[src/rtl/mbp_pkg.sv]
// shared types and constants for the msb-first bit packer
`timescale 1ns / 1ps
`default_nettype none
package mbp_pkg;

	// operation codes of an input request
	typedef enum logic [0:0] {
		OP_PUT   = 1'b0,
		OP_FLUSH = 1'b1
	} op_t;

	localparam int NBITS_W = 5;   // width of the nbits field
	localparam int CODE_W  = 16;  // width of the code field
	localparam int BYTE_W  = 8;   // packed output byte
	localparam int RES_W   = 7;   // residual bits held between requests
	localparam int RCNT_W  = 3;   // residual bit count
	localparam int LEN_W   = 5;   // pending bit count of one job, up to 31
	localparam int CNT_W   = 2;   // bytes in one job, up to 3

	// queue fill status seen by front and back
	typedef struct packed {
		logic full;
		logic empty;
	} q_stat_t;

endpackage
`default_nettype wire

[src/rtl/msb_first_bit_packer.sv]
// top level of the msb-first variable-length bit packer
//
//  channel | direction | payload              | handshake
//  --------+-----------+----------------------+---------------------
//  in      | input     | op, nbits, code_value| in_valid / in_ready
//  out     | output    | out_byte, last       | out_valid / out_ready
//
// the front takes one request per cycle while the two-entry job queue has room
// the back emits one byte per cycle unless out_ready holds it; the most bytes one request gives
// come from a put of MAX_CODE_BITS bits onto 7 residual bits: (7+MAX_CODE_BITS)/8 bytes
// a put that completes no byte and a flush of an empty residual push no job to the queue
// reset clears the residual, the queue pointers and fill count, and the output valid flag
// out_ready low holds the output byte; the queue then fills and in_ready drops
`timescale 1ns / 1ps
`default_nettype none
module msb_first_bit_packer #(
	parameter int MAX_CODE_BITS = 16
) (
	input  wire logic                         clk,
	input  wire logic                         arst_n,
	input  wire logic                         in_valid,
	output logic                              in_ready,
	input  wire logic                         op,
	input  wire logic [mbp_pkg::NBITS_W-1:0]  nbits,
	input  wire logic [mbp_pkg::CODE_W-1:0]   code_value,
	output logic                              out_valid,
	input  wire logic                         out_ready,
	output logic [mbp_pkg::BYTE_W-1:0]        out_byte,
	output logic                              last
);
	// accumulator holds the residual plus one saturated code
	localparam int ACC_W  = MAX_CODE_BITS + mbp_pkg::RES_W;
	localparam int JOB_W  = ACC_W + mbp_pkg::LEN_W + mbp_pkg::CNT_W;

	mbp_pkg::q_stat_t            q_stat;
	logic                        push;
	logic                        pop;
	logic [ACC_W-1:0]            f_acc;
	logic [mbp_pkg::LEN_W-1:0]   f_len;
	logic [mbp_pkg::CNT_W-1:0]   f_nbytes;
	logic [JOB_W-1:0]            q_out;

	// front: residual register and job building
	mbp_front #(
		.MAX_CODE_BITS(MAX_CODE_BITS),
		.ACC_W(ACC_W)
	) u_front (
		.clk        (clk),
		.arst_n     (arst_n),
		.in_valid   (in_valid),
		.in_ready   (in_ready),
		.op         (op),
		.nbits      (nbits),
		.code_value (code_value),
		.q_stat     (q_stat),
		.push       (push),
		.job_acc    (f_acc),
		.job_len    (f_len),
		.job_nbytes (f_nbytes)
	);

	// jobs waiting for the back end
	mbp_queue #(
		.DATA_W(JOB_W)
	) u_queue (
		.clk       (clk),
		.arst_n    (arst_n),
		.push      (push),
		.push_data ({f_acc, f_len, f_nbytes}),
		.pop       (pop),
		.pop_data  (q_out),
		.q_stat    (q_stat)
	);

	// back: byte extraction and output register
	mbp_back #(
		.ACC_W(ACC_W)
	) u_back (
		.clk        (clk),
		.arst_n     (arst_n),
		.q_stat     (q_stat),
		.job_acc    (q_out[JOB_W-1 -: ACC_W]),
		.job_len    (q_out[mbp_pkg::CNT_W +: mbp_pkg::LEN_W]),
		.job_nbytes (q_out[mbp_pkg::CNT_W-1:0]),
		.pop        (pop),
		.out_valid  (out_valid),
		.out_ready  (out_ready),
		.out_byte   (out_byte),
		.last       (last)
	);

endmodule
`default_nettype wire

[src/rtl/mbp_front.sv]
// front end: residual state, code masking and job building
`timescale 1ns / 1ps
`default_nettype none
module mbp_front #(
	parameter int MAX_CODE_BITS = 16,
	parameter int ACC_W = MAX_CODE_BITS + mbp_pkg::RES_W
) (
	input  wire logic                         clk,
	input  wire logic                         arst_n,
	input  wire logic                         in_valid,
	output logic                              in_ready,
	input  wire logic                         op,
	input  wire logic [mbp_pkg::NBITS_W-1:0]  nbits,
	input  wire logic [mbp_pkg::CODE_W-1:0]   code_value,
	input  wire mbp_pkg::q_stat_t             q_stat,
	output logic                              push,
	output logic [ACC_W-1:0]                  job_acc,
	output logic [mbp_pkg::LEN_W-1:0]         job_len,
	output logic [mbp_pkg::CNT_W-1:0]         job_nbytes
);
	localparam int WIDE_W = (ACC_W > mbp_pkg::CODE_W) ? ACC_W : mbp_pkg::CODE_W;

	logic [mbp_pkg::RES_W-1:0]  res_bits_q;
	logic [mbp_pkg::RCNT_W-1:0] res_cnt_q;

	logic                          accept;
	logic                          is_flush;
	logic [mbp_pkg::LEN_W-1:0]     n_sat;
	logic [WIDE_W-1:0]             code_m;
	logic [WIDE_W-1:0]             acc_w;
	logic [ACC_W-1:0]              acc;
	logic [mbp_pkg::LEN_W-1:0]     len;
	logic [mbp_pkg::RES_W-1:0]     res_next;
	logic [mbp_pkg::BYTE_W-1:0]    flush_byte;

	assign in_ready = !q_stat.full;
	assign accept   = in_valid && in_ready;
	assign is_flush = (op == mbp_pkg::OP_FLUSH);

	always_comb begin
		// saturate the code length
		if (mbp_pkg::LEN_W'(nbits) > mbp_pkg::LEN_W'(MAX_CODE_BITS)) begin
			n_sat = mbp_pkg::LEN_W'(MAX_CODE_BITS);
		end else begin
			n_sat = mbp_pkg::LEN_W'(nbits);
		end
		code_m   = WIDE_W'(code_value) & ~({WIDE_W{1'b1}} << n_sat);
		acc_w    = (WIDE_W'(res_bits_q) << n_sat) | code_m;
		acc      = acc_w[ACC_W-1:0];
		len      = mbp_pkg::LEN_W'(res_cnt_q) + n_sat;
		res_next = acc[mbp_pkg::RES_W-1:0] & ~({mbp_pkg::RES_W{1'b1}} << len[2:0]);
		// residual left-aligned, zero-padded
		flush_byte = mbp_pkg::BYTE_W'({1'b0, res_bits_q}
			<< (mbp_pkg::LEN_W'(mbp_pkg::BYTE_W) - mbp_pkg::LEN_W'(res_cnt_q)));

		if (is_flush) begin
			push       = accept && (res_cnt_q != '0);
			job_acc    = ACC_W'(flush_byte);
			job_len    = mbp_pkg::LEN_W'(mbp_pkg::BYTE_W);
			job_nbytes = mbp_pkg::CNT_W'(1);
		end else begin
			push       = accept && (len[mbp_pkg::LEN_W-1:3] != '0);
			job_acc    = acc;
			job_len    = len;
			job_nbytes = len[mbp_pkg::LEN_W-1:3];
		end
	end

	always_ff @(posedge clk or negedge arst_n) begin
		if (!arst_n) begin
			res_bits_q <= '0;
			res_cnt_q  <= '0;
		end else if (accept) begin
			if (is_flush) begin
				res_bits_q <= '0;
				res_cnt_q  <= '0;
			end else begin
				res_bits_q <= res_next;
				res_cnt_q  <= len[2:0];
			end
		end
	end

endmodule
`default_nettype wire

[src/rtl/mbp_queue.sv]
// two-entry job queue between front and back
`timescale 1ns / 1ps
`default_nettype none
module mbp_queue #(
	parameter int DATA_W = 32
) (
	input  wire logic              clk,
	input  wire logic              arst_n,
	input  wire logic              push,
	input  wire logic [DATA_W-1:0] push_data,
	input  wire logic              pop,
	output logic [DATA_W-1:0]      pop_data,
	output mbp_pkg::q_stat_t       q_stat
);
	logic [DATA_W-1:0] entry_q [2];
	logic              wr_ptr_q;
	logic              rd_ptr_q;
	logic [1:0]        fill_q;

	assign pop_data     = entry_q[rd_ptr_q];
	assign q_stat.full  = (fill_q == 2'd2);
	assign q_stat.empty = (fill_q == 2'd0);

	always_ff @(posedge clk) begin
		if (push) begin
			entry_q[wr_ptr_q] <= push_data;
		end
	end

	always_ff @(posedge clk or negedge arst_n) begin
		if (!arst_n) begin
			wr_ptr_q <= 1'b0;
			rd_ptr_q <= 1'b0;
			fill_q   <= 2'd0;
		end else begin
			if (push) begin
				wr_ptr_q <= !wr_ptr_q;
			end
			if (pop) begin
				rd_ptr_q <= !rd_ptr_q;
			end
			if (push && !pop) begin
				fill_q <= fill_q + 2'd1;
			end else if (pop && !push) begin
				fill_q <= fill_q - 2'd1;
			end
		end
	end

endmodule
`default_nettype wire

[src/rtl/mbp_back.sv]
// back end: emits a job's bytes one per cycle, unless stalled, to the output register
`timescale 1ns / 1ps
`default_nettype none
module mbp_back #(
	parameter int ACC_W = 23
) (
	input  wire logic                         clk,
	input  wire logic                         arst_n,
	input  wire mbp_pkg::q_stat_t             q_stat,
	input  wire logic [ACC_W-1:0]             job_acc,
	input  wire logic [mbp_pkg::LEN_W-1:0]    job_len,
	input  wire logic [mbp_pkg::CNT_W-1:0]    job_nbytes,
	output logic                              pop,
	output logic                              out_valid,
	input  wire logic                         out_ready,
	output logic [mbp_pkg::BYTE_W-1:0]        out_byte,
	output logic                              last
);
	logic [mbp_pkg::CNT_W-1:0]  idx_q;
	logic                       out_valid_q;
	logic [mbp_pkg::BYTE_W-1:0] out_byte_q;
	logic                       last_q;

	logic                       load;
	logic                       final_byte;
	logic [mbp_pkg::LEN_W-1:0]  sh;
	logic [mbp_pkg::BYTE_W-1:0] cur_byte;

	always_comb begin
		load       = !q_stat.empty && (!out_valid_q || out_ready);
		final_byte = (idx_q == job_nbytes - mbp_pkg::CNT_W'(1));
		pop        = load && final_byte;
		sh         = job_len - mbp_pkg::LEN_W'({mbp_pkg::CNT_W'(idx_q + mbp_pkg::CNT_W'(1)),
			3'b000});
		cur_byte   = mbp_pkg::BYTE_W'(job_acc >> sh);
	end

	always_ff @(posedge clk or negedge arst_n) begin
		if (!arst_n) begin
			idx_q       <= '0;
			out_valid_q <= 1'b0;
		end else begin
			if (load) begin
				out_valid_q <= 1'b1;
				idx_q       <= final_byte ? '0 : idx_q + mbp_pkg::CNT_W'(1);
			end else if (out_ready) begin
				out_valid_q <= 1'b0;
			end
		end
	end

	always_ff @(posedge clk) begin
		if (load) begin
			out_byte_q <= cur_byte;
			last_q     <= final_byte;
		end
	end

	assign out_valid = out_valid_q;
	assign out_byte  = out_byte_q;
	assign last      = last_q;

endmodule
`default_nettype wire

[config.mk]
export PLATFORM = sky130hd
export DESIGN_NAME = msb_first_bit_packer
export DESIGN_NICKNAME = d
export VERILOG_FILES = /design/src/rtl/mbp_pkg.sv /design/src/rtl/msb_first_bit_packer.sv /design/src/rtl/mbp_front.sv /design/src/rtl/mbp_queue.sv /design/src/rtl/mbp_back.sv
export SDC_FILE = /design/constraint.sdc
export NUM_CORES = 1
export LEC_CHECK = 0
export ABC_AREA = 1
export BUFFER_PORTS_ARGS = -buffer_cell sky130_fd_sc_hd__buf_4
export CAP_MARGIN = 5
export CORE_ASPECT_RATIO = 1.1
export CORE_UTILIZATION = 60
export DETAILED_ROUTE_END_ITERATION = 8
export GPL_TIMING_DRIVEN = 0
export PLACE_DENSITY = 0.91
export RECOVER_POWER = 25
export SETUP_SLACK_MARGIN = 0.5
export SLEW_MARGIN = 20
export SYNTH_ARGS = -nofsm -noshare
export SYNTH_HDL_FRONTEND = slang
export SYNTH_SLANG_ARGS = --single-unit
[constraint.sdc]
create_clock -name clk -period 8.8 [get_ports clk]
set_clock_uncertainty 0.2 [all_clocks]
set_input_delay 0.88 -clock clk [delete_from_list [all_inputs] [get_ports clk]]
set_output_delay 0.88 -clock clk [all_outputs]
set_load 0.01 [all_outputs]
==> metrics.txt <==
fmax 0.240 GHz; initial antenna violation count 0; Worst-path clk slew 0.09 ns; Tcrit/Tclk final 0.473; synth-to-layout area growth 10.3%; GR Overflow Total 0; Num CTS Buffers 9; Worst slew margin 0.337; starting density of the core 0.630; die area 9400 um^2; status completed; adder-cell share of the synthesized area 0.0185; chip height 102 um; share of cells above drive strength 1 0.123; area leader, netlist edfxtp_1; Mapped Nets 739; number of max-cap violations 0; crit path max fanout 28; fillcell total 728; Tightest Pin Transition 0.988 ns; mux share of post-synthesis cell area 0; Worst VDD drop 0.169 mV; routed vias 5033; PwrDens 353 nW/um^2; RSZ-0062 raised after global routing false; Worst Setup End Kind register; DR iter-0 viols 327; Routed Wire Length 13900 um; Util after Layout 0.695; Min Clock Period, post-route 4.16 ns; dpl hpwl 10800 um; critical path arrival 3.76 ns; Lkg Pwr 2.65 nW; Seq/Total Area, Yosys 0.439; CP required 8.40 ns; diodes inserted 0; Layout Nets 783; instance count of the mapped netlist 705; FP Rows 35; Pre-antenna DRT Iters 5; CTS tree done; nature of the critical path startpoint input pin; via count of the first global-routing pass 4897; Sum Neg Setup Slack 0 ns; Area contributors post-synth edfxtp_1 36%, nand2_1 16%, dfrtp_1 7.9%; Port Buffers 33; post-synthesis xor/xnor area fraction 0.0187; largest net degree at the start of global routing 29; Placed Area 5800 um^2; setup bufs post-CTS 0; Residual DRC 0; critical path type in -> reg; largest family of logic cells by synthesized area simple AND/OR/NAND/NOR gates; Hold Fails Final Rpt 0; Synth top area share 0.361; max-slew violation count 0; CTS Sinks 82; first-pass GRT wire length 22800 um; Netlist cell types 41; Placer Congestion 0.979; CORE AREA 8580 um^2; area of the multi-input gates 2550 um^2; final instance area 5970 um^2; Synth Register Bits 82; CTS Buffer Depth 2; Ys Warns 0; die width 92.5 um; Root Buffer clkbuf_8; via/cell ratio 5.82; HP Class reg -> reg; simple-gate area share of the yosys netlist 0.287; PostCTS Resize Cnt 0; H-tree depth 3; Final setup viols 0; final std cells w/o fill 865; Ports 37; hold buffer count at cts 0; all-layer global routing usage 0.319; Antenna Violating Nets Remaining 0; Inst Count DP 849; syn_area_per_cell 7.67 um^2; Worst-Skew Late Latency 0.37 ns; Compound-Gate Fraction of Synth Area 0.148; sequential cell area 2380 um^2; average wire per standard cell 16.1 um; Post-Syn Area 5410 um^2
==> power by group <==
group / switching [mW] / internal, mW / total, mW
sequential: 0.0486 / 0.573 / 0.621
combinational: 0.808 / 0.377 / 1.19
clock: 0.141 / 0.156 / 0.297
total: 0.998 / 1.11 / 2.10
==> cell usage in the layout, fill, tap and decap left out, types with 3 or more instances in the layout <==
cell type,n
dfrtp_1,17
o21ai_1,34
nand3_1,54
inv_1,70
nor3_1,4
buf_4,25
clkbuf_16,3
o211ai_1,15
o22ai_1,4
o21ai_2,5
ha_1,8
or2_1,7
buf_2,8
buf_6,5
inv_2,7
clkbuf_8,9
edfxtp_1,65
a21oi_1,14
o21ai_0,53
nor2_2,3
nor2_4,3
nand3_2,3
xnor2_1,3
nor2_1,37
xor2_1,3
a31oi_1,6
nand2_2,10
nand2_1,231
clkbuf_1,23
==> Yosys cell counts <==
master    number
ha_1           8
nor3_1         4
edfxtp_1      65
o211ai_1      15
or2_1          7
a32oi_1        1
nor2_1        37
buf_6          6
nor2_4         2
nand2_2       10
buf_2          8
nand2_4        3
xor2_1         3
o21ai_2        6
nor2_2         4
a211oi_1       1
buf_4          5
nand4_1        1
xor2_2         2
nand2_1      230
and2_1         1
nand3_2        3
o31ai_1        2
nand3_1       54
or2_0          2
nand3b_1       1
o22ai_1        4
nor3_2         1
o21ai_1       34
xnor2_2        1
a31oi_1        6
inv_1         71
xnor2_1        3
o21ai_4        2
o21ai_0       52
inv_2          8
o21a_1         1
dfrtp_1       17
a21oi_1       14
clkbuf_1       9
buf_1          1
==> critical path: stages <==
cell,delay (ns)
buf_4,0.14
nor2_1,0.23
nand2_2,0.07
nand2_1,0.25
inv_1,0.12
nor2_4,0.25
ha_1,0.36
nand4_1,0.12
nand2_1,0.05
inv_1,0.06
nand3_1,0.07
nand2_1,0.11
nand3_1,0.13
nand3_1,0.13
clkinv_1,0.77
==> path summary, 6_finish.rpt <==
path	startpoint	endpoint	slack, ns	depth (start not counted)
min in group asynchronous	arst_n	u_front.res_cnt_q[1]$_DFFE_PN0P_	0.43	1
setup reg to reg	u_queue.rd_ptr_q$_DFFE_PN0P_	u_back.out_byte[5]$_DFFE_PP_	5.32	14
setup / recovery	nbits[3]	u_queue.entry_q[0][20]$_DFFE_PP_	4.64	15
max in group asynchronous	arst_n	u_front.res_bits_q[3]$_DFFE_PN0P_	7.37	1
hold reg to reg	u_queue.wr_ptr_q$_DFFE_PN0P_	u_queue.wr_ptr_q$_DFFE_PN0P_	0.28	2
hold / removal	u_queue.wr_ptr_q$_DFFE_PN0P_	u_queue.wr_ptr_q$_DFFE_PN0P_	0.28	2
==> registers in the layout, indices dropped and copies added (netlist names) <==
signal	flops
u_queue.rd_ptr_q	1
u_queue.wr_ptr_q	1
u_back.out_valid	1
u_queue.fill_q	2
u_front.res_cnt_q	3
u_back.idx_q	2
u_front.res_bits_q	7
u_back.out_byte	8
u_queue.entry_q	56
u_back.last	1
==> cell families (layout without fill, tap and decap cells) <==
kind of cell	after synthesis	count (layout)
adder cells (fa/ha/maj)	8	8
AND/OR/NAND/NOR	360	360
buffers and inverters	108	157
flip-flops	82	82
AO/OA/AOI/OAI	138	138
XOR/XNOR	9	9
==> area by class of cell <==
class | count | area share
multi-input cells | 515 | 0.427
clock inverters | 3 | 0.00419
plain buffers | 29 | 0.0287
well taps | 111 | 0.0233
repair buffers | 33 | 0.0346
flip-flops and latches | 82 | 0.398
inverters | 79 | 0.0497
clock buffers | 13 | 0.0340
==> metrics by stage <==
step	hold WS [ns]	worst slack, ns	total power [mW]
after floorplan	0.242	4.65	1.50
after global placement	0.254	3.92	1.77
after detailed placement	0.263	4.70	1.82
after CTS	0.162	5.07	2.11
after global routing	0.329	4.34	2.28
final	0.281	4.64	2.10
==> layer usage <==
metal / global-route usage / wire, um
met3: 0.0450 / 873
met2: 0.561 / 6900
met5: 0 / 0
met1: 0.360 / 5300
met4: 0.221 / 848
Power figures use the tool's default switching activity.
